<file path="src/hw/rtl/famr_pkg.sv">
// Shared types and codes for the fraction add/multiply/reduce block.
`default_nettype none

package famr_pkg;

    localparam int unsigned IN_WIDTH      = 16;
    localparam int unsigned RES_NUM_WIDTH = 33;
    localparam int unsigned RES_DEN_WIDTH = 32;

    // action field
    localparam logic ACT_ADD = 1'b0;
    localparam logic ACT_MUL = 1'b1;

    // multiplier operand selection
    localparam logic [1:0] MUL_FIRST = 2'd0;  // an * bd (add) or an * bn (multiply)
    localparam logic [1:0] MUL_CROSS = 2'd1;  // bn * ad
    localparam logic [1:0] MUL_DEN   = 2'd2;  // ad * bd

    typedef struct packed {
        logic                  action;
        logic [IN_WIDTH-1:0]   a_numerator;
        logic [IN_WIDTH-1:0]   a_denominator;
        logic [IN_WIDTH-1:0]   b_numerator;
        logic [IN_WIDTH-1:0]   b_denominator;
    } famr_in_t;

    typedef struct packed {
        logic [RES_NUM_WIDTH-1:0] result_numerator;
        logic [RES_DEN_WIDTH-1:0] result_denominator;
    } famr_out_t;

    typedef struct packed {
        logic       load_in;
        logic [1:0] mul_sel;
        logic       prod_load;
        logic       num_load;
        logic       num_add;
        logic       den_load;
        logic       gcd_init;
        logic       gcd_step;
        logic       div_init;
        logic       div_step;
        logic       out_load;
    } famr_cmd_t;

    typedef struct packed {
        logic is_zero;   // raw numerator or denominator is zero
        logic gcd_done;  // odd part of the divisor found
        logic div_last;  // final quotient bit this cycle
    } famr_sts_t;

endpackage

`default_nettype wire

</file>
<file path="src/hw/rtl/fraction_add_multiply_reduce.sv">
// Top level: adds or multiplies two fractions and reduces the result by its GCD.
//
//  channel | signals                        | transfer when
//  --------+--------------------------------+------------------------
//  input   | in_valid, in_ready, in_data    | in_valid && in_ready
//  output  | out_valid, out_ready, out_data | out_valid && out_ready
//
// One item at a time. An item goes through set-up and products (one shared W x W
// multiplier, three products), then the binary GCD loop at one step a cycle, then
// the bit-serial dividers. Zero numerator or denominator skips GCD and division.
// rst_n clears the controller only; a held result does not stop the next item being taken.
`default_nettype none

module fraction_add_multiply_reduce
    import famr_pkg::*;
#(
    parameter int unsigned OPERAND_WIDTH = 16
) (
    input  wire logic     clk,
    input  wire logic     rst_n,
    input  wire logic     in_valid,
    output logic          in_ready,
    input  wire famr_in_t in_data,
    output logic          out_valid,
    input  wire logic     out_ready,
    output famr_out_t     out_data
);

    famr_cmd_t cmd;
    famr_sts_t sts;

    famr_ctrl u_ctrl (
        .clk       (clk),
        .rst_n     (rst_n),
        .in_valid  (in_valid),
        .in_ready  (in_ready),
        .out_valid (out_valid),
        .out_ready (out_ready),
        .sts       (sts),
        .cmd       (cmd)
    );

    famr_dp #(
        .OPERAND_WIDTH (OPERAND_WIDTH)
    ) u_dp (
        .clk      (clk),
        .in_data  (in_data),
        .cmd      (cmd),
        .sts      (sts),
        .out_data (out_data)
    );

    // a new item is never taken in the cycle after one was accepted
    a_one_in_flight: assert property (@(posedge clk) disable iff (!rst_n)
        in_valid && in_ready |=> !in_ready)
        else $error("input accepted twice in a row");

    // a result is only loaded into the output stage once the old one has gone
    a_no_overwrite: assert property (@(posedge clk) disable iff (!rst_n)
        cmd.out_load |-> !out_valid || out_ready)
        else $error("output result overwritten");

    // division only runs with a nonzero divisor
    a_div_nonzero: assert property (@(posedge clk) disable iff (!rst_n)
        cmd.div_step |-> !sts.is_zero)
        else $error("division with zero operand");

    a_load_shows: assert property (@(posedge clk) disable iff (!rst_n)
        cmd.out_load |=> out_valid)
        else $error("loaded result not presented");

endmodule

`default_nettype wire

</file>
<file path="src/hw/rtl/famr_dp.sv">
// Datapath: operand capture, shared multiplier, binary GCD and twin restoring dividers.
`default_nettype none

module famr_dp
    import famr_pkg::*;
#(
    parameter int unsigned OPERAND_WIDTH = 16
) (
    input  wire logic      clk,
    input  wire famr_in_t  in_data,
    input  wire famr_cmd_t cmd,
    output famr_sts_t      sts,
    output famr_out_t      out_data
);

    localparam int unsigned W  = OPERAND_WIDTH;
    localparam int unsigned DW = 2 * W;
    localparam int unsigned NW = 2 * W + 1;
    localparam int unsigned KW = $clog2(NW);
    localparam int unsigned CW = $clog2(NW);

    logic          act_reg, act_next;
    logic [W-1:0]  an_reg, an_next;
    logic [W-1:0]  ad_reg, ad_next;
    logic [W-1:0]  bn_reg, bn_next;
    logic [W-1:0]  bd_reg, bd_next;
    logic [DW-1:0] prod_reg, prod_next;
    logic [NW-1:0] num_reg, num_next;
    logic [DW-1:0] den_reg, den_next;
    logic [NW-1:0] x_reg, x_next;
    logic [NW-1:0] y_reg, y_next;
    logic [KW-1:0] k_reg, k_next;
    logic [NW-1:0] qn_reg, qn_next;
    logic [NW-1:0] qd_reg, qd_next;
    logic [NW:0]   rn_reg, rn_next;
    logic [NW:0]   rd_reg, rd_next;
    logic [CW-1:0] cnt_reg, cnt_next;
    famr_out_t     out_reg, out_next;

    logic [W-1:0]  mul_a;
    logic [W-1:0]  mul_b;
    logic [2*NW:0] step_n;
    logic [2*NW:0] step_d;
    logic [63:0]   qn_wide;
    logic [63:0]   qd_wide;

    // One restoring division step: shift in the next dividend bit, subtract if it fits.
    function automatic logic [2*NW:0] div_bit(
        input logic [NW:0]   rem,
        input logic [NW-1:0] quo,
        input logic [NW-1:0] dsr
    );
        logic [NW:0] trial;
        logic [NW:0] diff;
        trial = {rem[NW-1:0], quo[NW-1]};
        diff  = trial - {1'b0, dsr};
        if (trial >= {1'b0, dsr})
        begin
            return {diff, quo[NW-2:0], 1'b1};
        end
        return {trial, quo[NW-2:0], 1'b0};
    endfunction

    always_comb
    begin
        case (cmd.mul_sel)
            MUL_FIRST:
            begin
                mul_a = an_reg;
                mul_b = (act_reg == ACT_MUL) ? bn_reg : bd_reg;
            end
            MUL_CROSS:
            begin
                mul_a = bn_reg;
                mul_b = ad_reg;
            end
            MUL_DEN:
            begin
                mul_a = ad_reg;
                mul_b = bd_reg;
            end
            default:
            begin
                mul_a = '0;
                mul_b = '0;
            end
        endcase
    end

    assign step_n = div_bit(rn_reg, qn_reg, x_reg);
    assign step_d = div_bit(rd_reg, qd_reg, x_reg);

    assign sts.is_zero  = (num_reg == '0) || (den_reg == '0);
    assign sts.gcd_done = (x_reg == y_reg) && x_reg[0];
    assign sts.div_last = (cnt_reg == '0);

    assign qn_wide = 64'(qn_reg);
    assign qd_wide = 64'(qd_reg);

    always_comb
    begin
        act_next  = act_reg;
        an_next   = an_reg;
        ad_next   = ad_reg;
        bn_next   = bn_reg;
        bd_next   = bd_reg;
        prod_next = prod_reg;
        num_next  = num_reg;
        den_next  = den_reg;
        x_next    = x_reg;
        y_next    = y_reg;
        k_next    = k_reg;
        qn_next   = qn_reg;
        qd_next   = qd_reg;
        rn_next   = rn_reg;
        rd_next   = rd_reg;
        cnt_next  = cnt_reg;
        out_next  = out_reg;

        if (cmd.load_in)
        begin
            act_next = in_data.action;
            an_next  = W'(in_data.a_numerator);
            ad_next  = W'(in_data.a_denominator);
            bn_next  = W'(in_data.b_numerator);
            bd_next  = W'(in_data.b_denominator);
        end

        if (cmd.prod_load)
        begin
            prod_next = mul_a * mul_b;
        end

        if (cmd.num_load)
        begin
            num_next = NW'(prod_reg);
        end
        else if (cmd.num_add && (act_reg == ACT_ADD))
        begin
            num_next = num_reg + NW'(prod_reg);
        end

        if (cmd.den_load)
        begin
            den_next = prod_reg;
        end

        // raw values also sit in the quotient registers for the unreduced case
        if (cmd.gcd_init)
        begin
            x_next  = num_reg;
            y_next  = NW'(den_reg);
            k_next  = '0;
            qn_next = num_reg;
            qd_next = NW'(den_reg);
        end

        // binary GCD: strip common twos into k, then odd-odd subtraction
        if (cmd.gcd_step)
        begin
            if (!x_reg[0] && !y_reg[0])
            begin
                x_next = x_reg >> 1;
                y_next = y_reg >> 1;
                k_next = k_reg + KW'(1);
            end
            else if (!x_reg[0])
            begin
                x_next = x_reg >> 1;
            end
            else if (!y_reg[0])
            begin
                y_next = y_reg >> 1;
            end
            else if (x_reg > y_reg)
            begin
                x_next = x_reg - y_reg;
            end
            else
            begin
                y_next = y_reg - x_reg;
            end
        end

        // dividing by (x << k) is dividing the pre-shifted value by x
        if (cmd.div_init)
        begin
            qn_next  = num_reg >> k_reg;
            qd_next  = NW'(den_reg) >> k_reg;
            rn_next  = '0;
            rd_next  = '0;
            cnt_next = CW'(NW - 1);
        end
        else if (cmd.div_step)
        begin
            rn_next  = step_n[2*NW:NW];
            qn_next  = step_n[NW-1:0];
            rd_next  = step_d[2*NW:NW];
            qd_next  = step_d[NW-1:0];
            cnt_next = cnt_reg - CW'(1);
        end

        if (cmd.out_load)
        begin
            out_next.result_numerator   = qn_wide[RES_NUM_WIDTH-1:0];
            out_next.result_denominator = qd_wide[RES_DEN_WIDTH-1:0];
        end
    end

    always_ff @(posedge clk)
    begin
        act_reg  <= act_next;
        an_reg   <= an_next;
        ad_reg   <= ad_next;
        bn_reg   <= bn_next;
        bd_reg   <= bd_next;
        prod_reg <= prod_next;
        num_reg  <= num_next;
        den_reg  <= den_next;
        x_reg    <= x_next;
        y_reg    <= y_next;
        k_reg    <= k_next;
        qn_reg   <= qn_next;
        qd_reg   <= qd_next;
        rn_reg   <= rn_next;
        rd_reg   <= rd_next;
        cnt_reg  <= cnt_next;
        out_reg  <= out_next;
    end

    assign out_data = out_reg;

endmodule

`default_nettype wire

</file>
<file path="src/hw/rtl/famr_ctrl.sv">
// Controller: sequences multiply, GCD and divide steps and owns both handshakes.
`default_nettype none

module famr_ctrl
    import famr_pkg::*;
(
    input  wire logic      clk,
    input  wire logic      rst_n,
    input  wire logic      in_valid,
    output logic           in_ready,
    output logic           out_valid,
    input  wire logic      out_ready,
    input  wire famr_sts_t sts,
    output famr_cmd_t      cmd
);

    localparam logic [3:0] S_IDLE = 4'd0;
    localparam logic [3:0] S_M0   = 4'd1;
    localparam logic [3:0] S_M1   = 4'd2;
    localparam logic [3:0] S_M2   = 4'd3;
    localparam logic [3:0] S_M3   = 4'd4;
    localparam logic [3:0] S_CHK  = 4'd5;
    localparam logic [3:0] S_GCD  = 4'd6;
    localparam logic [3:0] S_DIVI = 4'd7;
    localparam logic [3:0] S_DIV  = 4'd8;
    localparam logic [3:0] S_FIN  = 4'd9;

    logic [3:0] state_reg, state_next;
    logic       ovalid_reg, ovalid_next;
    logic       out_free;

    assign out_free  = !ovalid_reg || out_ready;
    assign in_ready  = (state_reg == S_IDLE);
    assign out_valid = ovalid_reg;

    always_comb
    begin
        state_next = state_reg;
        cmd        = '0;
        cmd.mul_sel = MUL_FIRST;

        case (state_reg)
            S_IDLE:
            begin
                if (in_valid)
                begin
                    cmd.load_in = 1'b1;
                    state_next  = S_M0;
                end
            end
            S_M0:
            begin
                cmd.mul_sel   = MUL_FIRST;
                cmd.prod_load = 1'b1;
                state_next    = S_M1;
            end
            S_M1:
            begin
                cmd.num_load  = 1'b1;
                cmd.mul_sel   = MUL_CROSS;
                cmd.prod_load = 1'b1;
                state_next    = S_M2;
            end
            S_M2:
            begin
                cmd.num_add   = 1'b1;
                cmd.mul_sel   = MUL_DEN;
                cmd.prod_load = 1'b1;
                state_next    = S_M3;
            end
            S_M3:
            begin
                cmd.den_load = 1'b1;
                state_next   = S_CHK;
            end
            S_CHK:
            begin
                cmd.gcd_init = 1'b1;
                state_next   = sts.is_zero ? S_FIN : S_GCD;
            end
            S_GCD:
            begin
                if (sts.gcd_done)
                begin
                    state_next = S_DIVI;
                end
                else
                begin
                    cmd.gcd_step = 1'b1;
                end
            end
            S_DIVI:
            begin
                cmd.div_init = 1'b1;
                state_next   = S_DIV;
            end
            S_DIV:
            begin
                cmd.div_step = 1'b1;
                if (sts.div_last)
                begin
                    state_next = S_FIN;
                end
            end
            S_FIN:
            begin
                if (out_free)
                begin
                    cmd.out_load = 1'b1;
                    state_next   = S_IDLE;
                end
            end
            default:
            begin
                state_next = S_IDLE;
            end
        endcase
    end

    always_comb
    begin
        ovalid_next = ovalid_reg;
        if (cmd.out_load)
        begin
            ovalid_next = 1'b1;
        end
        else if (out_ready)
        begin
            ovalid_next = 1'b0;
        end
    end

    always_ff @(posedge clk or negedge rst_n)
    begin
        if (!rst_n)
        begin
            state_reg  <= S_IDLE;
            ovalid_reg <= 1'b0;
        end
        else
        begin
            state_reg  <= state_next;
            ovalid_reg <= ovalid_next;
        end
    end

endmodule

`default_nettype wire

</file>
<file path="config.mk">
export PLATFORM = sky130hd
export DESIGN_NAME = fraction_add_multiply_reduce
export DESIGN_NICKNAME = d
export VERILOG_FILES = /design/src/hw/rtl/famr_pkg.sv /design/src/hw/rtl/fraction_add_multiply_reduce.sv /design/src/hw/rtl/famr_dp.sv /design/src/hw/rtl/famr_ctrl.sv
export SDC_FILE = /design/constraint.sdc
export NUM_CORES = 2
export LEC_CHECK = 0
export BUFFER_PORTS_ARGS = -buffer_cell sky130_fd_sc_hd__buf_2
export CAP_MARGIN = 40
export CORE_ASPECT_RATIO = 1.75
export CORE_UTILIZATION = 52
export CTS_CLUSTER_DIAMETER = 60
export DETAILED_ROUTE_END_ITERATION = 10
export GPL_TIMING_DRIVEN = 1
export PLACE_DENSITY = 0.71
export SLEW_MARGIN = 0
export SYNTH_ARGS = -nofsm -noshare
export SYNTH_HDL_FRONTEND = slang
export SYNTH_SLANG_ARGS = --single-unit
</file>
<file path="constraint.sdc">
create_clock -name clk -period 8 [get_ports clk]
set_input_delay 1.6 -clock clk [delete_from_list [all_inputs] [get_ports clk]]
set_output_delay 1.6 -clock clk [all_outputs]
set_load 0.005 [all_outputs]
</file>
==> results.tsv <==
metric	value	unit
achievable clock frequency	131	MHz
compound-cell area share of the yosys netlist	19.8	%
critical path type	register to register	
Tightest Pin Transition	964	ps
Layout area overhead	9.89	%
final setup TNS	0	ps
last weighted congestion value of the routability-driven placer	1.07	
normalized max-slew margin	35.7	%
detail-routed via count per cell	6.40	
Post-Synth XOR/XNOR Area	3.80	%
largest net degree at the start of global routing	84	
capturing point of the worst reg2reg path	u_dp.prod_reg[31]	
syn nets	4709	
clock sink count	442	
slowest stage cell on the critical path	fa_1	
synthesized flop and latch total	442	
GRT Util Overall	38.3	%
ys flop type	edfxtp_1	
mapped cell area	37600	um^2
Ports	136	
time the final worst path needs with I/O delays and setup	7630	ps
failing checks	design-rule violations	
total placed cells including tap cells	5119	
final hold viol count	0	
antenna violations before repair	12	
root buffer cell	clkbuf_16	
Final Net Count	4789	
# Max-Cap Violations	0	
status	finished, violations left	
overall routed net length	139000	um
clk_skew	28.1	ps
worst path required time	8390	ps
final count of negative-setup-slack endpoints	0	
number of setup buffers added after CTS	0	
count of TritonRoute iterations in the first routing pass	10	
yosys warns	0	
fraction of synthesis flops using an asynchronous set or reset pin	1.13	%
beginning of the worst hold path	u_dp.qd_reg[23]	
simple logic cell fraction of the synthesized area	14.0	%
sequential element share of the synthesized area	31.4	%
most frequent CP cell	fa_1	
final-report max-slew violation count	0	
post-route antenna net violation count	0	
multiplexer fraction of the synthesized cell area	5.57	%
number of hold-repair buffers added at the cts stage	0	
area of the core region	71700	um^2
element type at the critical path start	register	
category of the worst setup path capture point	register	
count of unresolved DRC violations after routing	1	
count of different cell masters after synthesis	88	
via count of the first global-routing pass	33600	
CP top delay family	adder cells	
count of buffer and inverter cells on the critical path	6	
Die Outline Area	73500	um^2
Die W	205	um
via total after detailed routing	33400	
sum of overflow across all layers after global routing	0	
setup repair after global routing missed its margin	no	
launch point of the worst path	u_ctrl.state_reg[3]	
CTS tree	yes	
adder-cell share of the synthesized area	19.6	%
worst hold path stage count	0	
type of the tightest min-delay check	register to register	
share of cells above drive strength 1	10.3	%
number of clock buffers inserted by TritonCTS	49	
largest family of logic cells by synthesized area	compound AO/OA/AOI/OAI gates	
share of the core filled with cells in the final layout	57.6	%
half-perimeter wire length after placement	105000	um
mean instance size in the synthesized netlist	9.02	um^2
number of cells upsized or downsized after cts	0	
data arrival time of the worst path	8020	ps
Initial Util	52.4	%
CTS clock-pin slew for the worst setup and hold paths	70	ps
number of enable flip-flop cells after synthesis	292	
final routed wire length divided by cell count	26.6	um
max FFs per register	65	
die outline height	358	um
row count	130	
share of the clock period used by the worst path	95.4	%
Skew-Pair Late Insertion Delay	660	ps
largest buffer count on any clock path	3	
peak per-stage delay on the critical path	550	ps
critical path peak fanout	16	
first-pass GRT wire length	205000	um
drt first-iter violations	2938	
worst reg2reg setup slack	370	ps
fin cells	5222	
start of the worst register-to-register path	u_ctrl.state_reg[3]	
R2R cell count	29	
PortBufs	135	
Worst Hold End	u_dp.out_data[23]	
number of instances in the synthesized netlist	4170	
total number of H-tree levels	2	
[area by class of cell]
| class | count | area (um^2) |
|---|---|---|
| diodes | 7 | 17.5 |
| multi-input cells | 3160 | 23700 |
| fillers | 6527 | 30400 |
| inverters | 349 | 1310 |
| well taps | 924 | 1160 |
| flip-flops and latches | 442 | 11800 |
| repair buffers | 248 | 1660 |
| clock inverters | 38 | 375 |
| clock buffers | 54 | 1260 |
[metal layers]
metal  global-route usage [%]  vias to the layer above  wire, um  part of all wire, %
li1                         -                    15000         -                    -
met1                     37.6                    15900     44500                   32
met2                     65.6                     1770     67200                   48
met3                     7.89                      724     10500                  7.6
met4                     38.0                        8     16700                   12
met5                        0                        -        52                0.037
[how the worst max path moves through the flow]
stage	end	slack [ps]	depth (start not counted)
after floorplan	u_dp.prod_reg[31]	80	32
after detailed placement	u_dp.prod_reg[31]	340	28
after global routing	u_dp.prod_reg[30]	20	29
after CTS	u_dp.prod_reg[31]	290	28
final	u_dp.prod_reg[31]	370	29
after global placement	u_dp.prod_reg[31]	380	28
[worst reg2reg max path, delay by kind of cell, from the launching register on]
kind / cells / cell delay, ps
buf+inv: 6 / 600
simple gates: 7 / 1410
compound gates: 8 / 1580
fa+ha+maj: 7 / 3340
xor+xnor: 1 / 80
flops: 1 / 380
[cells in the mapped netlist (26+ instances only)]
master | instances | share of area [%]
nand2_1 | 442 | 4.4
nor2_1 | 412 | 4.1
a21oi_1 | 399 | 5.3
inv_1 | 345 | 3.4
edfxtp_1 | 292 | 23
ha_1 | 271 | 9.0
o21ai_0 | 228 | 3.0
fa_1 | 199 | 11
clkbuf_1 | 161 | 1.6
dfxtp_1 | 145 | 7.7
a21o_1 | 118 | 2.4
xnor2_1 | 105 | 2.4
mux2i_1 | 98 | 2.6
nand3_1 | 75 | 1.0
xor2_1 | 58 | 1.4
o22ai_1 | 46 | 0.77
and3_1 | 45 | 0.75
mux4_2 | 45 | 2.7
nor3_1 | 43 | 0.57
a211oi_1 | 42 | 0.84
a31oi_1 | 36 | 0.60
o221ai_1 | 36 | 0.84
o21a_1 | 34 | 0.68
a22oi_1 | 32 | 0.64
nand2b_1 | 32 | 0.53
nor2b_1 | 30 | 0.50
buf_1 | 29 | 0.29
nand4_1 | 26 | 0.43
[stage by stage]
| stage | worst slack (ps) | instance area [um^2] | hold WS (ps) |
|---|---|---|---|
| floorplan | 83.8 | 37600 | 418 |
| global placement | 385 | 39500 | 433 |
| detailed placement | 342 | 39600 | 434 |
| CTS | 289 | 41200 | 451 |
| global route | 19.6 | 41300 | 459 |
| finish | 371 | 41300 | 449 |
[cell families after synthesis]
kind of cell | after synthesis
compound gates | 1178
flops | 442
mux | 152
simple gates | 1197
buf+inv | 568
fa+ha+maj | 470
xor+xnor | 163
[placed cells by master, fill, tap and decap left out, types with 46 or more instances in the layout]
cell type    n
a21o_1     118
a21oi_1    395
buf_2      136
buf_4       99
clkbuf_16   50
dfxtp_1    142
edfxtp_1   292
fa_1       199
ha_1       271
inv_1      344
mux2i_1     98
nand2_1    437
nand3_1     74
nor2_1     411
o21ai_0    227
o22ai_1     46
xnor2_1    105
xor2_1      58
Power is left out: the tool's default activity adds up to more than one toggle a clock period on the data nets, which glitch-free logic cannot reach.
